## src/hw/rtl/sosmme_pkg.sv

```systemverilog
package sosmme_pkg;

    // default sizes of the surface
    localparam int SITES_DEF       = 256;
    localparam int HEIGHT_BITS_DEF = 16;

    // fixed field widths
    localparam int SITE_IN_W = 8;
    localparam int NEW_H_W   = 16;
    localparam int OUT_H_W   = 16;
    localparam int ENERGY_W  = 24;
    localparam int RAND_W    = 32;

    // threshold register bank
    localparam int NUM_THR   = 8;
    localparam int THR_W     = 33;
    localparam int CFG_IDX_W = 3;
    localparam logic [THR_W-1:0] THR_RESET = 33'h1_0000_0000;

    localparam logic [CFG_IDX_W-1:0] REG_GLAU_DROP_RAISE = 3'd0;
    localparam logic [CFG_IDX_W-1:0] REG_GLAU_FLAT_RAISE = 3'd1;
    localparam logic [CFG_IDX_W-1:0] REG_GLAU_RISE_RAISE = 3'd2;
    localparam logic [CFG_IDX_W-1:0] REG_GLAU_DROP_LOWER = 3'd3;
    localparam logic [CFG_IDX_W-1:0] REG_GLAU_FLAT_LOWER = 3'd4;
    localparam logic [CFG_IDX_W-1:0] REG_GLAU_RISE_LOWER = 3'd5;
    localparam logic [CFG_IDX_W-1:0] REG_KAW_RISE_TWO    = 3'd6;
    localparam logic [CFG_IDX_W-1:0] REG_KAW_RISE_FOUR   = 3'd7;

    // item kinds
    localparam logic [1:0] MODE_GLAUBER  = 2'd0;
    localparam logic [1:0] MODE_KAWASAKI = 2'd1;
    localparam logic [1:0] MODE_WRITE    = 2'd2;
    localparam logic [1:0] MODE_READ     = 2'd3;

    typedef struct packed {
        logic [1:0]           mode;
        logic [SITE_IN_W-1:0] site;
        logic                 step_sign;
        logic                 direction;
        logic [RAND_W-1:0]    random_fraction;
        logic [NEW_H_W-1:0]   new_height;
    } t_in;

    typedef struct packed {
        logic                accepted;
        logic                blocked;
        logic [OUT_H_W-1:0]  site_height;
        logic [ENERGY_W-1:0] total_energy;
    } t_out;

    typedef struct packed {
        logic                 we;
        logic [CFG_IDX_W-1:0] index;
        logic [THR_W-1:0]     data;
    } t_cfg_wr;

endpackage

```

## src/hw/rtl/sosmme_thresholds.sv

```systemverilog
module sosmme_thresholds (
    input  logic                                i_clk,
    input  logic                                i_rst_n,
    input  sosmme_pkg::t_cfg_wr                 i_cfg,
    input  logic [sosmme_pkg::CFG_IDX_W-1:0]    i_sel,
    input  logic [sosmme_pkg::RAND_W-1:0]       i_rnd,
    output logic                                o_below
);
    import sosmme_pkg::*;

    logic [THR_W-1:0] r_thr [NUM_THR];

    // register bank, to be written only while the engine is idle; the block itself does not enforce this
    always_ff @(posedge i_clk) begin
        if (!i_rst_n) begin
            for (int k = 0; k < NUM_THR; k++) begin
                r_thr[k] <= THR_RESET;
            end
        end else if (i_cfg.we) begin
            r_thr[i_cfg.index] <= i_cfg.data;
        end
    end

    // metropolis test: random fraction below the chosen threshold
    assign o_below = ({1'b0, i_rnd} < r_thr[i_sel]);

endmodule
```

## config.mk

```make
export PLATFORM = sky130hd
export DESIGN_NAME = sosmme_thresholds
export DESIGN_NICKNAME = d
export VERILOG_FILES = /design/src/hw/rtl/sosmme_pkg.sv /design/src/hw/rtl/sosmme_thresholds.sv
export SDC_FILE = /design/constraint.sdc
export NUM_CORES = 1
export LEC_CHECK = 0
export BUFFER_PORTS_ARGS = -buffer_cell sky130_fd_sc_hd__buf_4
export CAP_MARGIN = 5
export CORE_MARGIN = 4
export CORE_UTILIZATION = 45
export CTS_CLUSTER_SIZE = 25
export DETAILED_ROUTE_END_ITERATION = 6
export SLEW_MARGIN = 20
export SYNTH_ARGS = -nofsm -noshare
export SYNTH_HDL_FRONTEND = slang
export SYNTH_SLANG_ARGS = --single-unit
```

## constraint.sdc

```tcl
create_clock -name i_clk -period 9.93 [get_ports i_clk]
set_input_delay 1.986 -clock i_clk [delete_from_list [all_inputs] [get_ports i_clk]]
set_output_delay 1.986 -clock i_clk [all_outputs]
set_load 0.02 [all_outputs]
```

* Word level (Yosys, flattened, before mapping) *
Memories as Yosys holds them, arrays and structs flattened.
Cells that the tools add are included.

storage, ports and cells
  flip-flop bits (word level) = 0
  RAM bits = 264
  input bits = 74
  word-level logic and storage cells = 10
  memories kept = 1

cells by class
  $lt $le $gt $ge = 1
  multiplexer cells = 7
  reduce and logical (&&, ||, !) cells = 1

memories
  name   words  bits a word  rd ports  clocked after memory_dff  write ports  line                     source
  r_thr  8      33           1         0                         8            sosmme_thresholds.sv:11  logic [THR_W-1:0] r_thr [NUM_THR];

operators with widths
  operator                               count
  less-than comparator 32 x 33 -> 1 bit  1
  two-way mux 33 bit                     1
  OR reduction 33 bit                    1
  two-way mux 1 bit                      5
  two-way mux 3 bit                      1

* Logic depth before layout (Yosys ltp) *
Gate-level depths: netlist of the first run.

  word-level depth = 5
  gate-level depth with buffers = 12

* Worst setup path before layout of the first run *
OpenSTA, ideal clock, no wires.

  path kind = input port to output port
  start point = input port i_sel[0] in the netlist's numbering
  end point = output port o_below
  arrival time = 4.722 ns
  data required time = 7.944 ns
  path slack = 3.222 ns
  cell stages on the path = 12
  buffers on the path = 3
  path through = buf_6 buf_2 buf_4 mux4_2 mux2i_1 ha_1 a21oi_1 o21ai_0 a311oi_1 a211o_1 a41oi_2 a211oi_1

between the ends
  word-level cells in the longest chain between the ends = 2

ends and longest elaborated chain
  element                                line                     source
  start: declaration                     sosmme_thresholds.sv:5   input logic [sosmme_pkg::CFG_IDX_W-1:0] i_sel,
  memory (8 x 33 bit)                    -
  less-than comparator 32 x 33 -> 1 bit  sosmme_thresholds.sv:25  assign o_below = ({1'b0, i_rnd} < r_thr[i_sel]);
  end: declaration                       sosmme_thresholds.sv:7   output logic o_below

Every way passes these cells.

* Worst setup path in the final report of the first run *
Same ends and word-level chain as after synthesis.

==> results of run 1 <==
[through the flow]
stage / cell area [µm²] / hold slack [ns] / worst slack (ns) / instances / utilization (%)
final: 14300 / 1.76 / 2.32 / 1207 / 52.8
after global routing: 14300 / 1.76 / 2.04 / 1207 / 52.8
after CTS: 14300 / 1.74 / 2.23 / 1207 / 52.8
after floorplan: 12400 / 2.16 / 3.22 / 773 / -
after global placement: 13400 / 2.30 / 2.30 / 1156 / 49.6
after detailed placement: 13400 / 2.30 / 2.26 / 1156 / 49.6
[cells in the final DEF (no fill, tap or decap), types with 7 or more instances in the layout]
cell type / Yosys / routed
a21oi_1: 11 / 11
and2_1: 256 / 256
buf_4: 7 / 86
clkbuf_16: 0 / 29
clkinv_2: 0 / 7
edfxtp_1: 264 / 264
ha_1: 31 / 31
mux2i_1: 35 / 35
mux4_2: 64 / 64
[final timing paths]
kind,start,end,slack [ns],cells past startpoint
max,i_sel[0],o_below,2.32,11
min,i_cfg[32],r_thr[2][32]$_SDFFCE_PN1P_,1.76,2
[power by group]
| part | total (mW) | leakage (nW) | switching [mW] | internal [mW] |
|---|---|---|---|---|
| clock | 1.01 | 0.425 | 0.427 | 0.584 |
| sequential | 1.31 | 2.53 | 0.0163 | 1.30 |
| combinational | 0.239 | 2.21 | 0.131 | 0.108 |
[layout make-up]
class                           instances  area, µm²  share of cell area, %
Clock buffer                           35        748                   5.24
Timing Repair Buffer                   86        646                   4.52
Clock inverter                         16        136                  0.955
Multi-Input combinational cell        465       4390                   30.8
Tap cell                              341        427                   2.99
Sequential cell                       264       7930                   55.5
[logic make-up (layout without fill, tap and decap cells)]
group / count (synthesis) / count (layout) / synth area share (%)
adders and majority gates: 31 / 31 / 3.13
and+or+nand+nor: 299 / 299 / 14.8
AOI/OAI and AO/OA: 35 / 35 / 1.86
buffers and inverters: 44 / 137 / 1.64
muxes: 100 / 100 / 14.6
DFF: 264 / 264 / 64.0
[routing by layer]
metal / wire length [µm] / vias up
li1: - / 3071
met1: 12300 / 3427
met2: 15000 / 217
met3: 1940 / 55
met4: 636 / 2
met5: 13 / -
==> impl_results.md, run 1 <==
- Status: complete, no violations
- Critical path data required time: 7.94 ns
- HP Class: in -> reg
- Top FF cell, synth: edfxtp_1
- CTS tree: yes
- Initial Utilization: 45.9%
- Post-synth ARST share: 0%
- Top-area cell type share of the netlist area: 64.0%
- Final hold vios: 0
- Layout cell share with drive strength beyond 1: 24.4%
- Power consumption: 2.56 mW
- Max clock buf depth: 3
- Largest net degree at the start of global routing: 46
- Buffers on Ports: 74
- Biggest area consumer among synthesized cells: edfxtp_1
- Post-CTS Setup Inserts: 0
- Root buffer cell: clkbuf_16
- Biggest register: r_thr
- Hold buffer count at cts: 0
- Max reg flops: 264
- Max Cap Viol: 0
- GP Congestion: 0.734
- Antenna violations before repair: 1
- Num CTS Buffers: 28
- Synthesized area per cell: 16.0 µm²
- FMAX: 0.131 GHz
- Met1 Use GR: 26.9%
- # setup viols final: 0
- Number of sinks on the clock net: 264
- Total track usage: 19.8%
- Main area contributors after synthesis: edfxtp_1, and2_1, mux4_2, ha_1, mux2i_1
- Grt total ovfl: 0
- Final #Nets: 950
- Post-synthesis cell type count: 33
- Row cnt: 60
- Worst setup EP type: output port
- Chip width: 174 µm
- Cell with the most instances after synthesis: edfxtp_1
- Max rail drop VDD: 116 µV
- Synth warn: 0
- Vias per cell: 5.61
- Full die area: 0.0303 mm²
- Slew headroom: 28.4%
- Leak Pwr: 5.17 nW
- Cell mode on critical path: buf_4
- Hpwl dp: 16.4 mm
- Post-synth EDFFs: 264
- Crit share post-route: 76.6%
- GRT met3 Usage: 2.63%
- CP max stage delay: 0.66 ns
- Filler cell count: 2238
- N_diodes: 0
- Detailed Routing Iterations Pass 1: 5
- Sequential-to-total area share from yosys stat: 64.0%
- WP buf/inv: 3
- I/O pins: 75
- Final Critical Period: 7.61 ns
- PD cells: 179 mW/mm²
- Wire per inst: 24.8 µm
- Via count: 6772
- Slew Limit Fails: 0
- Core footprint: 0.0270 mm²
- Reg clk slew, reported paths: 0.06 ns
- Area Growth Syn to Fin: 15.2%
- Biggest regs: r_thr: 264 flops
- Setup TNS: 0 ns
- Die Y: 174 µm
- H-tree depth: 1
- Global-route track usage on met2: 34.2%
- Residual DRC: 0
- Synth Net Count: 878
- Initial DRC count: 647
- Cells after Synth: 773
- Grt peak-use layer: met2
- Antenna Nets Post-Route: 0
- Vias in the first global route: 7302
- CP delay by family, top: buffers and inverters
- Unrepaired setup endpoints after global routing: false
- Yosys reg bits: 264
- WP data arrival: 5.62 ns
- Synth Cell Area: 0.0124 mm²
- CP Class: in -> out
- Crit path cell chain: buf_4 > buf_4 > mux4_2 > mux2i_1 > ha_1 > a21o_1 > a21o_1 > a21oi_1 > o21ai_0 > a211oi_1 > buf_4
- Critical path peak fanout: 37
- WL final: 29.9 mm
- Most common library cells after synthesis: edfxtp_1, and2_1, mux4_2
- Startpoint types: primary input
- First-pass GRT wire length: 44.7 mm
- Post-CTS sizing: 0
- Worst-Margin Slew: 1.07 ns
- Worst path slowest cell: buf_4
Power figures use the tool's default switching activity.
==> run 2: changes to the inputs <==
clock period = 6.2 ns   (was 9.93 ns; I/O delays follow)
==> impl_results.md, run 2 (same netlist as run 1, synthesis figures left out) <==
- Layout cell share with drive strength beyond 1: 24.7% (+0.32 points)
- Chip width: 174 µm (unchanged)
- # setup viols final: 0 (unchanged)
- HP Class: in -> reg
- CP endpoint: o_below
- Num CTS Buffers: 28 (unchanged)
- Max clock buf depth: 3 (unchanged)
- WP data arrival: 4.56 ns (-1.06 ns)
- Critical path data required time: 4.96 ns (-2.98 ns)
- Core footprint: 0.0270 mm² (unchanged)
- Row cnt: 60 (unchanged)
- Total track usage: 19.9% (+0.14 points)
- Root buffer cell: clkbuf_16
- H-tree depth: 1 (unchanged)
- First-pass GRT wire length: 45.4 mm (+1.4%)
- Critical path peak fanout: 26 (-30%)
- Largest net degree at the start of global routing: 35 (-24%)
- Area Growth Syn to Fin: 15.8%
- Vias per cell: 5.60 (-0.27%)
- CTS tree: yes
- Max reg flops: 264 (unchanged)
- Setup TNS: 0 ns (unchanged)
- Most common cell after layout, fill and taps aside: edfxtp_1
- Max Cap Viol: 0 (unchanged)
- Final hold vios: 0 (unchanged)
- Reg clk slew, reported paths: 0.06 ns (about the same)
- Initial Utilization: 45.9% (unchanged)
- Commonest cells after routing, fill and taps aside: edfxtp_1, and2_1, buf_4
- Antenna Nets Post-Route: 0 (unchanged)
- Full die area: 0.0303 mm² (unchanged)
- PD cells: 288 mW/mm² (+61%)
- WL final: 30.1 mm (+0.69%)
- GP Congestion: 0.744 (+1.5%)
- Unrepaired setup endpoints after global routing: false
- Slew Limit Fails: 0 (unchanged)
- Vias in the first global route: 7392 (+1.2%)
- Die Y: 174 µm (unchanged)
- Worst setup EP type: output port
- Max rail drop VDD: 215 µV (+86%)
- Status: complete, no violations
- Post-CTS sizing: 0 (unchanged)
- Biggest register: r_thr
- FMAX: 0.172 GHz
- Final #Nets: 958 (+0.84%)
- Grt total ovfl: 0 (unchanged)
- Number of sinks on the clock net: 264 (unchanged)
- Biggest regs: r_thr: 264 flops
- Leak Pwr: 5.23 nW (+1.1%)
- Final Non-Filler Cells: 1216 (+0.75%)
- Residual DRC: 0 (unchanged)
- Wire per inst: 24.8 µm (about the same)
- N_diodes: 0 (unchanged)
- Final Critical Period: 5.80 ns
- Detailed Routing Iterations Pass 1: 5 (unchanged)
- Slew headroom: 28.0% (-0.37 points)
- Buffers on Ports: 74 (unchanged)
- Worst-Margin Slew: 1.08 ns (+0.00549 ns)
- Worst setup path startpoint: i_sel[0]
- CP Class: in -> out
- Via count: 6804 (+0.47%)
- Post-Place Cells: 1164 (+0.69%)
- I/O pins: 75 (unchanged)
- Initial DRC count: 513 (-21%)
- Hold buffer count at cts: 0 (unchanged)
- Startpoint types: primary input
- Hpwl dp: 16.6 mm (+1.5%)
- Crit share post-route: 93.6%
- Post-CTS Setup Inserts: 0 (unchanged)
- Antenna violations before repair: 0 (-1)
-- run 2: per-layer routing --
layer  share of wire [%]  GRT usage [%]  vias to the layer above
met1                  43           26.9                     3525
met2                  51           35.2                      156
met4                 1.8           3.73                        0
met3                 4.3           2.57                       43
li1                    -              -                     3080
met5                   0              0                        -
-- run 2: how the worst min path moves through the flow --
| stage | end | cells past startpoint | slack [ns] | start |
|---|---|---|---|---|
| after global routing | r_thr[1][32]$_SDFFCE_PN1P_ | 2 | 1.02 | i_cfg[32] |
| after detailed placement | r_thr[2][32]$_SDFFCE_PN1P_ | 2 | 1.56 | i_cfg[32] |
| final | r_thr[2][32]$_SDFFCE_PN1P_ | 2 | 1.01 | i_cfg[32] |
| after CTS | r_thr[2][32]$_SDFFCE_PN1P_ | 2 | 1.0 | i_cfg[32] |
| after floorplan | r_thr[2][32]$_SDFFCE_PN1P_ | 1 | 1.41 | i_cfg[32] |
| after global placement | r_thr[2][32]$_SDFFCE_PN1P_ | 2 | 1.56 | i_cfg[32] |
-- run 2: final cells by class --
| class | instances | area [µm²] |
|---|---|---|
| clock inverters | 13 | 136 |
| clock buffers | 39 | 763 |
| flip-flops and latches | 264 | 7930 |
| repair buffers | 94 | 706 |
| well taps | 341 | 427 |
| fillers | 2235 | 12700 |
| multi-input cells | 465 | 4390 |
-- run 2: through the flow --
stage	power [mW]	area [µm²]	setup WS, ns	hold slack [ns]	utilization [%]
2_1_floorplan	2.37	12400	0.984	1.41	-
3_3_place_gp	2.52	13500	0.299	1.56	49.8
3_5_place_dp	2.53	13500	0.292	1.56	49.8
4_1_cts	4.17	14400	0.267	1.00	53.1
5_1_grt	4.29	14400	0.102	1.02	53.1
6_report	4.14	14400	0.399	1.01	53.1
-- run 2: report_power, final --
group	switching [mW]	leakage (nW)	internal, mW	total, mW
Sequential	0.0278	2.53	2.08	2.10
Combinational	0.209	2.25	0.176	0.384
Clock	0.670	0.444	0.980	1.65
Total	0.906	5.23	3.23	4.14
-- run 2: critical path: stages --
cell,delay (ns)
buf_4,0.45
buf_4,0.45
buf_4,0.29
mux4_2,0.51
mux2i_1,0.18
ha_1,0.27
nand4_1,0.11
nor2_1,0.08
nand3_1,0.19
a41oi_2,0.10
a211oi_1,0.42
buf_4,0.22
==> run 3: changes to the inputs <==
ABC_AREA = 1   (was unset)
CTS_CLUSTER_DIAMETER = 80   (was unset)
==> impl_results.md, run 3 <==
- Wire per inst: 21.2 µm (-14%)
- Worst-Margin Slew: 1.05 ns (-0.0273 ns)
- Critical path peak fanout: 23 (-12%)
- Clock share of power: 30.3% (-9.6 points)
- Vias in the first global route: 8712 (+18%)
- Cells after Synth: 1174 (+52%)
- WL final: 33.0 mm (+9.4%)
- Most common library cells after synthesis: nor2_1, edfxtp_1, o21ai_0
- Grt total ovfl: 0 (unchanged)
- Biggest area consumer among synthesized cells: edfxtp_1
- Yosys reg bits: 264 (unchanged)
- Max Used Layer: met5
- Met2 WL: 15.8 mm (+2.6%)
- Final hold vios: 0 (unchanged)
- Most common cell after layout, fill and taps aside: nor2_1
- Biggest register: r_thr
- N_diodes: 0 (unchanged)
- Chip width: 173 µm (-0.60%)
- Hpwl dp: 17.3 mm (+4.3%)
- Die Y: 173 µm (-0.60%)
- Detailed Routing Iterations Pass 1: 5 (unchanged)
- Setup TNS: 0 ns (unchanged)
- Filler cell count: 2477 (+11%)
- Pint: 2.69 mW (-17%)
- Post-CTS sizing: 0 (unchanged)
- Full die area: 0.0299 mm² (-1.2%)
- CTS tree: yes
- FMAX: 0.199 GHz (+16%)
- Slew Limit Fails: 0 (unchanged)
- Final Critical Period: 5.02 ns (-0.779 ns)
- Met1 WL: 14.5 mm (+12%)
- Max clock buf depth: 3 (unchanged)
- Antenna violations before repair: 1 (+1)
- Biggest regs: r_thr: 264 flops
- Final non-filler cell area: 0.0135 mm² (-6.1%)
- Layout cell share with drive strength beyond 1: 10.3% (-14 points)
- NetSw: 881 µW (-2.8%)
- Max reg flops: 264 (unchanged)
- Unrepaired setup endpoints after global routing: false
- Final Core Density: 50.2% (-2.9 points)
- Largest net degree at the start of global routing: 133 (+280%)
- Final #Nets: 1313 (+37%)
- Critical path data required time: 4.96 ns (about the same)
- Worst setup EP type: output port
- Post-Place Cell Area: 0.0130 mm² (-3.3%)
- Buffers on Ports: 74 (unchanged)
- Commonest cells after routing, fill and taps aside: nor2_1, edfxtp_1, o21ai_0
- Max Cap Viol: 0 (unchanged)
- Antenna Nets Post-Route: 0 (unchanged)
- # setup viols final: 0 (unchanged)
- Residual DRC: 0 (unchanged)
- Reg clk slew, reported paths: 0.10 ns (+0.04 ns)
- Status: complete, no violations
- Via count: 8710 (+28%)
- Initial DRC count: 910 (+77%)
- WP data arrival: 3.78 ns (-0.78 ns)
- CP Class: in -> out
- Synth warn: 0 (unchanged)
- Post-synth ARST share: 0% (unchanged)
- Num CTS Buffers: 15 (-46%)
- Row cnt: 60 (unchanged)
- Max rail drop VDD: 134 µV (-38%)
- Post-synth EDFFs: 264 (unchanged)
- Met3 Routed Length: 2.03 mm (+57%)
- Cell with the most instances after synthesis: nor2_1
- Leak Pwr: 5.13 nW (-1.9%)
- Number of sinks on the clock net: 264 (unchanged)
- Crit share post-route: 81.0% (-13 points)
- Hold buffer count at cts: 0 (unchanged)
- PD cells: 265 mW/mm² (-8.1%)
- Power share of the combinational group: 11.0% (+1.7 points)
- H-tree depth: 1 (unchanged)
- Post-Place Cells: 1532 (+32%)
- GP Congestion: 0.749 (+0.67%)
- Top FF cell, synth: edfxtp_1
- Slew headroom: 29.8% (+1.7 points)
- Synth Net Count: 1279 (+46%)
- First-pass GRT wire length: 50.5 mm (+11%)
- Top-area cell type share of the netlist area: 64.8% (+0.81 points)
- Synth Cell Area: 0.0122 mm² (-1.3%)
- Initial Utilization: 45.5% (-0.32 points)
- Core footprint: 0.0269 mm² (-0.56%)
- Total track usage: 21.6% (+1.6 points)
- Main area contributors after synthesis: edfxtp_1, nor2_1, o21ai_0, ha_1, nand2_1
- Sw frac: 24.7% (+2.8 points)
- HP Class: in -> reg
- Final Non-Filler Cells: 1554 (+28%)
- Post-synthesis cell type count: 23 (-30%)
- Vias per cell: 5.60 (+0.17%)
- Root buffer cell: clkbuf_16
- Sequential power share: 58.7% (+7.9 points)
- Post-CTS Setup Inserts: 0 (unchanged)
- Startpoint types: primary input
- Sequential-to-total area share from yosys stat: 64.8% (+0.81 points)
- Synthesized area per cell: 10.4 µm² (-35%)
- Hold path cells: 3 (+1)
- I/O pins: 75 (unchanged)
- Area Growth Syn to Fin: 10.2%
-- run 3: changes by cell type in the layout (fill, tap and decap cells not counted), moves of 64 or more --
| cell | delta |
|---|---|
| inv_1 | +67 |
| mux4_2 | -64 |
| nand2_1 | +67 |
| nor2_1 | +406 |
| o21ai_0 | +120 |
| and2_1 | -256 |
-- run 3: layout make-up --
class	count	area, µm²	area share [%]
flip-flops and latches	264	7930	58.8
multi-input cells	767	3680	27.3
repair buffers	91	733	5.44
well taps	341	427	3.16
clock buffers	15	375	2.78
inverters	69	260	1.93
clock inverters	7	77.6	0.575
-- run 3: layer usage --
| metal | track usage, % | up-vias |
|---|---|---|
| met1 | 30.6 | 4294 |
| met3 | 2.40 | 42 |
| met2 | 35.8 | 269 |
| met4 | 5.59 | 2 |
| li1 | - | 4103 |
| met5 | 0 | - |
-- run 3: logic make-up after synthesis --
family          synth area share, %
fa+ha+maj                      3.17
buf+inv                        5.56
compound gates                 10.9
flops                          64.8
simple gates                   15.6
-- run 3: path summary, 6_finish.rpt --
check  slack [ns]  startpoint                          to
max          1.18    i_sel[0]                     o_below
min          1.11   i_cfg[32]  r_thr[4][32]$_SDFFCE_PN1P_
-- run 3: power groups by stage --
stage	combinational, mW	clock, mW	sequential, mW
after floorplan	0.245	0	2.13
after global placement	0.386	0	2.14
after detailed placement	0.393	0	2.14
after CTS	0.394	1.09	2.10
after global routing	0.441	1.15	2.11
final	0.393	1.08	2.10
-- run 3: per-stage QoR --
stage	hold slack, ns	setup slack, ns	total power [mW]
after floorplan	1.49	1.97	2.38
after global placement	1.62	1.15	2.53
after detailed placement	1.62	1.16	2.53
after CTS	1.11	1.15	3.59
after global routing	1.14	0.876	3.70
final	1.11	1.18	3.57
-- run 3: critical path: stages --
cell and delay [ns]:
buf_4 0.11, clkinv_2 0.33, buf_4 0.36, o21ai_0 0.17, o22ai_1 0.10, o21ai_1 0.20, ha_1 0.29, nand2_1 0.08
nor2_1 0.05, nand2_1 0.13, inv_1 0.05, nand2_1 0.05, nand3_1 0.06, nor2_1 0.09, nand2_1 0.10, a21oi_2 0.19
buf_4 0.17
